--- config.mk ---
export PLATFORM = sky130hd
export DESIGN_NAME = anti_replay_window_checker_top
export DESIGN_NICKNAME = d
export VERILOG_FILES = /design/src/arwc_pkg.sv /design/src/arwc_front.sv /design/src/arwc_queue.sv /design/src/arwc_back.sv /design/src/anti_replay_window_checker_top.sv
export SDC_FILE = /design/constraint.sdc
export NUM_CORES = 2
export LEC_CHECK = 0
export ABC_AREA = 1
export BUFFER_PORTS_ARGS = -buffer_cell sky130_fd_sc_hd__buf_2
export CAP_MARGIN = 20
export CORE_AREA = 2 2 312 314
export DETAILED_ROUTE_END_ITERATION = 16
export DIE_AREA = 0 0 314 316
export PLACE_DENSITY = 0.61
export SYNTH_ARGS = -nofsm -noshare
export SYNTH_HDL_FRONTEND = slang
export SYNTH_HIERARCHICAL = 1
export SYNTH_SLANG_ARGS = --single-unit
--- constraint.sdc ---
create_clock -name clk -period 5 [get_ports clk]
set_clock_uncertainty 0.2 [all_clocks]
set_input_delay 0.5 -clock clk [delete_from_list [all_inputs] [get_ports clk]]
set_output_delay 0.5 -clock clk [all_outputs]
set_load 0.01 [all_outputs]
--- src/arwc_pkg.sv ---
`timescale 1ns / 1ps
// ----------------------------------------------------------------------------
// arwc_pkg
// Shared types and constants of the anti-replay window checker.
// ----------------------------------------------------------------------------
package arwc_pkg;

	localparam int SEQ_W  = 32;
	localparam int CNT_W  = 32;
	localparam int QUAL_W = 7;
	localparam int QUO_W  = 7;
	// counter times 100 fits in CNT_W + 7 bits
	localparam int DIVD_W = CNT_W + QUAL_W;
	localparam int DIVS_W = CNT_W + 1;
	localparam int STEP_W = $clog2(QUO_W);

	localparam logic [QUAL_W-1:0] QUAL_SCALE = QUAL_W'(100);
	localparam logic [CNT_W-1:0]  CNT_MAX    = {CNT_W{1'b1}};

	localparam logic STATUS_ACCEPT = 1'b0;
	localparam logic STATUS_REJECT = 1'b1;

	// one classified item handed from the front to the back
	typedef struct packed {
		logic             status;
		logic [CNT_W-1:0] acc;
		logic [CNT_W-1:0] rej;
	} arwc_entry_t;

	typedef enum logic [1:0] {
		B_IDLE,
		B_DIV,
		B_DONE
	} arwc_back_state_t;

endpackage

--- src/arwc_front.sv ---
`timescale 1ns / 1ps
// ----------------------------------------------------------------------------
// arwc_front
// Window check and saturating accept/reject counters; one item per cycle.
// ----------------------------------------------------------------------------
module arwc_front import arwc_pkg::*; #(
	parameter int WINDOW_BITS = 64
) (
	input  logic             clk,
	input  logic             arst_n,
	input  logic             in_valid,
	input  logic [SEQ_W-1:0] seq,
	output arwc_entry_t      entry
);

	localparam int SW = $clog2(WINDOW_BITS);

	logic                   started_q;
	logic [SEQ_W-1:0]       highest_q;
	logic [WINDOW_BITS-1:0] bitmap_q;
	logic [CNT_W-1:0]       acc_q;
	logic [CNT_W-1:0]       rej_q;

	logic                   started_n;
	logic [SEQ_W-1:0]       highest_n;
	logic [WINDOW_BITS-1:0] bitmap_n;
	logic [CNT_W-1:0]       acc_n;
	logic [CNT_W-1:0]       rej_n;
	logic [SEQ_W-1:0]       ahead;
	logic [SEQ_W-1:0]       behind;
	logic                   ok;

	assign ahead  = seq - highest_q;
	assign behind = highest_q - seq;

	always_comb begin
		started_n = started_q;
		highest_n = highest_q;
		bitmap_n  = bitmap_q;
		ok        = 1'b0;
		if (!started_q) begin
			started_n = 1'b1;
			highest_n = seq;
			bitmap_n  = WINDOW_BITS'(1);
			ok        = 1'b1;
		end else if (ahead != '0 && !ahead[SEQ_W-1]) begin
			// newer: slide the window forward
			if (ahead >= SEQ_W'(WINDOW_BITS)) begin
				bitmap_n = WINDOW_BITS'(1);
			end else begin
				bitmap_n = (bitmap_q << ahead[SW-1:0]) | WINDOW_BITS'(1);
			end
			highest_n = seq;
			ok        = 1'b1;
		end else if (behind < SEQ_W'(WINDOW_BITS)) begin
			if (!bitmap_q[behind[SW-1:0]]) begin
				bitmap_n = bitmap_q | (WINDOW_BITS'(1) << behind[SW-1:0]);
				ok       = 1'b1;
			end
		end
	end

	always_comb begin
		acc_n = acc_q;
		rej_n = rej_q;
		if (ok) begin
			if (acc_q != CNT_MAX) acc_n = acc_q + CNT_W'(1);
		end else begin
			if (rej_q != CNT_MAX) rej_n = rej_q + CNT_W'(1);
		end
	end

	assign entry.status = ok ? STATUS_ACCEPT : STATUS_REJECT;
	assign entry.acc    = acc_n;
	assign entry.rej    = rej_n;

	always_ff @(posedge clk or negedge arst_n) begin
		if (!arst_n) begin
			started_q <= 1'b0;
			highest_q <= '0;
			bitmap_q  <= '0;
			acc_q     <= '0;
			rej_q     <= '0;
		end else if (in_valid) begin
			started_q <= started_n;
			highest_q <= highest_n;
			bitmap_q  <= bitmap_n;
			acc_q     <= acc_n;
			rej_q     <= rej_n;
		end
	end

endmodule

--- src/arwc_queue.sv ---
`timescale 1ns / 1ps
// ----------------------------------------------------------------------------
// arwc_queue
// Two-entry queue between the window check and the quality divider.
// ----------------------------------------------------------------------------
module arwc_queue import arwc_pkg::*; (
	input  logic        clk,
	input  logic        arst_n,
	input  logic        wr,
	input  arwc_entry_t wr_data,
	output logic        q_full,
	input  logic        rd,
	output arwc_entry_t rd_data,
	output logic        q_empty,
	output logic [1:0]  count
);

	arwc_entry_t mem_q [2];
	logic        wptr_q;
	logic        rptr_q;
	logic [1:0]  count_q;

	assign q_full  = (count_q == 2'd2);
	assign q_empty = (count_q == 2'd0);
	assign rd_data = mem_q[rptr_q];
	assign count   = count_q;

	always_ff @(posedge clk) begin
		if (wr) mem_q[wptr_q] <= wr_data;
	end

	always_ff @(posedge clk or negedge arst_n) begin
		if (!arst_n) begin
			wptr_q  <= 1'b0;
			rptr_q  <= 1'b0;
			count_q <= 2'd0;
		end else begin
			if (wr) wptr_q <= ~wptr_q;
			if (rd) rptr_q <= ~rptr_q;
			case ({wr, rd})
				2'b10:   count_q <= count_q + 2'd1;
				2'b01:   count_q <= count_q - 2'd1;
				default: count_q <= count_q;
			endcase
		end
	end

endmodule

--- src/arwc_back.sv ---
`timescale 1ns / 1ps
// ----------------------------------------------------------------------------
// arwc_back
// Link quality divider (restoring, one quotient bit per cycle) and the
// result register.
// ----------------------------------------------------------------------------
module arwc_back import arwc_pkg::*; (
	input  logic              clk,
	input  logic              arst_n,
	input  arwc_entry_t       entry,
	input  logic              entry_avail,
	output logic              entry_take,
	input  logic              pop,
	output logic              empty,
	output logic              status,
	output logic [QUAL_W-1:0] link_quality
);

	arwc_back_state_t  state_q, state_n;
	logic [DIVD_W-1:0] rem_q;
	logic [DIVS_W-1:0] div_q;
	logic [STEP_W-1:0] k_q;
	logic [QUO_W-1:0]  quo_q;
	logic              status_q;
	logic              zero_q;
	logic              load;
	logic [DIVD_W:0]   trial;

	assign trial = {1'b0, rem_q} - ((DIVD_W + 1)'(div_q) << k_q);

	always_comb begin
		state_n = state_q;
		unique case (state_q)
			B_IDLE: if (entry_avail) state_n = B_DIV;
			B_DIV:  if (k_q == '0) state_n = B_DONE;
			B_DONE: begin
				if (pop) state_n = entry_avail ? B_DIV : B_IDLE;
			end
			default: state_n = B_IDLE;
		endcase
	end

	always_comb begin
		load  = 1'b0;
		empty = 1'b1;
		unique case (state_q)
			B_IDLE: load = entry_avail;
			B_DIV:  load = 1'b0;
			B_DONE: begin
				empty = 1'b0;
				load  = pop && entry_avail;
			end
			default: load = 1'b0;
		endcase
	end

	assign entry_take   = load;
	assign status       = status_q;
	assign link_quality = zero_q ? '0 : QUAL_W'(quo_q);

	always_ff @(posedge clk or negedge arst_n) begin
		if (!arst_n) state_q <= B_IDLE;
		else         state_q <= state_n;
	end

	always_ff @(posedge clk) begin
		if (load) begin
			rem_q    <= DIVD_W'(entry.acc) * DIVD_W'(QUAL_SCALE);
			div_q    <= DIVS_W'(entry.acc) + DIVS_W'(entry.rej);
			zero_q   <= (entry.acc == '0) && (entry.rej == '0);
			status_q <= entry.status;
			k_q      <= STEP_W'(QUO_W - 1);
			quo_q    <= '0;
		end else if (state_q == B_DIV) begin
			if (!trial[DIVD_W]) begin
				rem_q      <= trial[DIVD_W-1:0];
				quo_q[k_q] <= 1'b1;
			end
			k_q <= k_q - STEP_W'(1);
		end
	end

endmodule

--- src/anti_replay_window_checker_top.sv ---
`timescale 1ns / 1ps
// ----------------------------------------------------------------------------
// anti_replay_window_checker_top
// Anti-replay sliding window check with link quality percentage.
// An accepted item passes the queue and the 7-step quotient loop before its result is shown.
// The divider takes a new item only once its last result is popped;
// the window check takes items every cycle until the two-entry queue fills.
// Reset: arst_n clears the window, counters, queue and divider state at once.
// ----------------------------------------------------------------------------
module anti_replay_window_checker_top import arwc_pkg::*; #(
	parameter int WINDOW_BITS = 64
) (
	input  logic              clk,
	input  logic              arst_n,
	input  logic              push,
	output logic              full,
	input  logic [SEQ_W-1:0]  sequence_req,
	output logic              empty,
	input  logic              pop,
	output logic              status,
	output logic [QUAL_W-1:0] link_quality
);

	arwc_entry_t f_entry;
	arwc_entry_t q_entry;
	logic        accept;
	logic        q_full;
	logic        q_empty;
	logic        q_take;
	logic [1:0]  q_count;

	assign accept = push && !q_full;
	assign full   = q_full;

	arwc_front #(
		.WINDOW_BITS(WINDOW_BITS)
	) u_front (
		.clk      (clk),
		.arst_n   (arst_n),
		.in_valid (accept),
		.seq      (sequence_req),
		.entry    (f_entry)
	);

	arwc_queue u_queue (
		.clk     (clk),
		.arst_n  (arst_n),
		.wr      (accept),
		.wr_data (f_entry),
		.q_full  (q_full),
		.rd      (q_take),
		.rd_data (q_entry),
		.q_empty (q_empty),
		.count   (q_count)
	);

	arwc_back u_back (
		.clk          (clk),
		.arst_n       (arst_n),
		.entry        (q_entry),
		.entry_avail  (!q_empty),
		.entry_take   (q_take),
		.pop          (pop),
		.empty        (empty),
		.status       (status),
		.link_quality (link_quality)
	);

	a_queue_bound: assert property (@(posedge clk) disable iff (!arst_n)
		q_count != 2'd3)
		else $error("queue count out of range");

	a_no_take_empty: assert property (@(posedge clk) disable iff (!arst_n)
		q_take |-> !q_empty)
		else $error("divider took from an empty queue");

	a_quality_range: assert property (@(posedge clk) disable iff (!arst_n)
		!empty |-> link_quality <= QUAL_W'(100))
		else $error("link quality above 100");

	a_count_step: assert property (@(posedge clk) disable iff (!arst_n)
		(accept && !q_take) |=> q_count == $past(q_count) + 2'd1)
		else $error("queue count did not follow a write");

endmodule

==> results.yml <==
outcome:
  status: "completed"
placement:
  numPortBuffers: 45
  hpwl_um: 107000
  postPlaceCellArea_um2: 39600
  gp_congestion: 1.02
die:
  die_h_um: 316
  row_count: 114
  die_area_um2: 99200
  start_util_pct: 39.6
  io_pins: 46
  die_w_um: 314
  core_um2: 96000
timing:
  rsz0062_at_grt: "no"
  worst_pin_slew_ns: 1.18
  hold_violations: 0
  drv_slew: 0
  setup_viol: 0
  fmax_ghz: 0.210
  holdWs_ns: 0.0528
  fin_crit_ns: 4.77
  period_share_pct: 95.4
  slew_headroom_pct: 20.6
layout:
  fin_nets: 6266
  final_layout_size_suffix_gt1_share_pct: 6.00
  area_delta_synth_final_pct: 9.46
  final_area_um2: 41600
  diodes: 0
route:
  remaining_drc_errors: 0
  drt-pass1-iter-count: 9
  routed_wl_um: 136000
  wl_per_cell_um: 18.7
  vias_per_cell: 5.31
  drt_iter0_markers: 3679
  antenna_left: 0
  via_count: 38600
grt:
  grt_overflow: 0
  antenna_found_initial: 0
  grt_max_degree: 93
  met3_usage_pct: 2.68
  grt_pass1_vias: 36200
  use_met1_pct: 38.2
  gr-max-usage-layer: "met2"
  grt_usage_pct: 27.1
  grt_pass1_wl_um: 212000
  gr-usage-met2_pct: 42.9
synth:
  async_flop_share_pct: 43.8
  synth_xor_area_share_pct: 2.30
  synth_top_area_cell: "nand2_1"
  ys_top_cells_by_area: "nand2_1 21%, edfxtp_1 16%, dfrtp_1 11%, ha_1 8.4%, inv_1 7.6%"
  synth.most_common_cell: "nand2_1"
  synthSimpleGateAreaFrac_pct: 36.6
  synth_top_family_by_area: "simple AND/OR/NAND/NOR gates"
  synth_area_um2: 38000
  yosys_warnings: 6
  synth_top_area_share_pct: 21.1
  synth_cell_types: 56
  yosys-top-cells-count: "2140 x nand2_1, 771 x inv_1, 435 x nand3_1, 418 x nor2_1, 378 x o21ai_0"
  syn_inst: 5955
  synth.ff_latch_count: 381
  ys_seq_area_share_pct: 27.6
  synthAdderAreaFrac_pct: 10.1
  synth_edf_count: 202
  synth_mux_area_share_pct: 1.19
  syn_area_per_cell_um2: 6.38
  ys.flop_type: "edfxtp_1"
  synth-compound-area-share_pct: 11.4
  syn_nets: 6278
critical_path:
  critical_path.max_fanout: 26
  critical_path_class: "flip-flop to flip-flop"
  crit_path_end_kind: "flip-flop"
  critPathArrivalTime_ns: 4.94
  crit_path_start_kind: "flip-flop"
  required_ns: 5.17
min_path:
  hold_class: "input port to flip-flop"
clock_network:
  cts_tree: "yes"
  cts_root_buf: "clkbuf_16"
  cts.clk_slew.worst_paths_ns: 0.06
  cts_buffer_depth: 3
  insertion_delay_ns: 0.64
  htree_levels: 2
  clock_sinks: 381
  cts_buffers: 46
  postCtsSetupRepairBufs: 0
job:
  maxCapViolCount: 0
placed cells by master (no fill, tap or decap), types with 11 or more instances in the layout:
master,instances
a21o_1,11
a21oi_1,231
a221oi_1,14
a31oi_1,14
buf_2,44
buf_4,89
clkbuf_16,46
dfrtp_1,165
dfxtp_1,12
dlygate4sd3_1,32
edfxtp_1,202
fa_1,30
ha_1,255
inv_1,769
inv_2,12
mux2i_1,44
nand2_1,2140
nand3_1,434
nand4_1,158
nor2_1,413
nor2_2,20
nor3_1,53
nor4_1,26
o211ai_1,19
o21a_1,14
o21ai_0,372
o21ai_1,43
o21ai_2,19
o21bai_1,21
o22ai_1,13
or2_2,51
xnor2_1,35
xor2_1,56
state kept, by name, indices dropped and copies added, names as in the netlist, 3 cells and up:
register           flops
u_front/rej_q         32
u_front/highest_q     32
u_queue/mem_q        130
u_front/bitmap_q      64
u_back/div_q          33
u_back/k_q             3
u_back/quo_q           7
u_back/rem_q          39
u_front/acc_q         32
metrics by stage:
step           setup TNS [ns]  cells  util [%]  setup slack, ns
2_1_floorplan               0   5955         -            0.828
3_3_place_gp           -0.190   7138      41.3           -0.162
3_5_place_dp           -0.230   7138      41.3           -0.145
4_1_cts                     0   7255      43.3           0.0634
5_1_grt                     0   7256      43.3           0.0244
6_report                    0   7256      43.3            0.230
logic make-up after synthesis:
kind of cell / Yosys count
simple gates: 3334
buf+inv: 1024
compound gates: 787
flops: 381
fa+ha+maj: 287
xor+xnor: 97
mux: 45
critical path, stage by stage (launching register included):
cell	delay (ns)
dfrtp_4	0.58
buf_4	0.23
o21ai_0	0.93
inv_1	0.23
fa_1	0.58
inv_1	0.04
ha_1	0.34
inv_1	0.12
o21ai_0	0.21
a31oi_1	0.42
nand2_1	0.09
nor2_1	0.12
nand2_1	0.13
xor2_1	0.17
nand2_1	0.07
nand2_1	0.05
layer usage:
metal	vias to the layer above	part of all wire (%)
met5	-	0
met4	0	4.1
met3	245	5.6
met2	1231	44
met1	17900	46
li1	19200	-
layout make-up:
cell class | instances | area [um2]
clock inverter | 32 | 434
clock buffer | 53 | 1190
tap | 1276 | 1600
sequential | 381 | 10500
timing repair buffer | 177 | 1430
inverter | 787 | 2950
multi-input combinational | 4550 | 23500
fill | 10100 | 54400
path summary, 6_finish.rpt:
kind	end	startpoint	cells after the start	slack (ns)
worst max-delay path	u_back/rem_q[36]	u_queue/rptr_q	15	0.23
worst min-delay path	u_front/highest_q[4]	sequence_req[4]	3	0.05
worst max register to register	u_back/rem_q[36]	u_queue/rptr_q	15	0.23
worst min register to register	u_back/quo_q[2]	u_back/quo_q[2]	2	0.26
max in group asynchronous	u_front/bitmap_q[5]	arst_n	3	3.39
min in group asynchronous	u_back/state_q[1]	arst_n	2	0.21
repair_timing:
item                                    in CTS  in global routing
cloned                                       0                  0
hold buffers                                32                  0
gates resized for setup                      2                  5
endpoints found under the hold margin       75                  0
endpoints found under the setup margin       3                  7
Power is left out: the tool's default activity adds up to more than one toggle a clock period on the data nets, which glitch-free logic cannot reach.
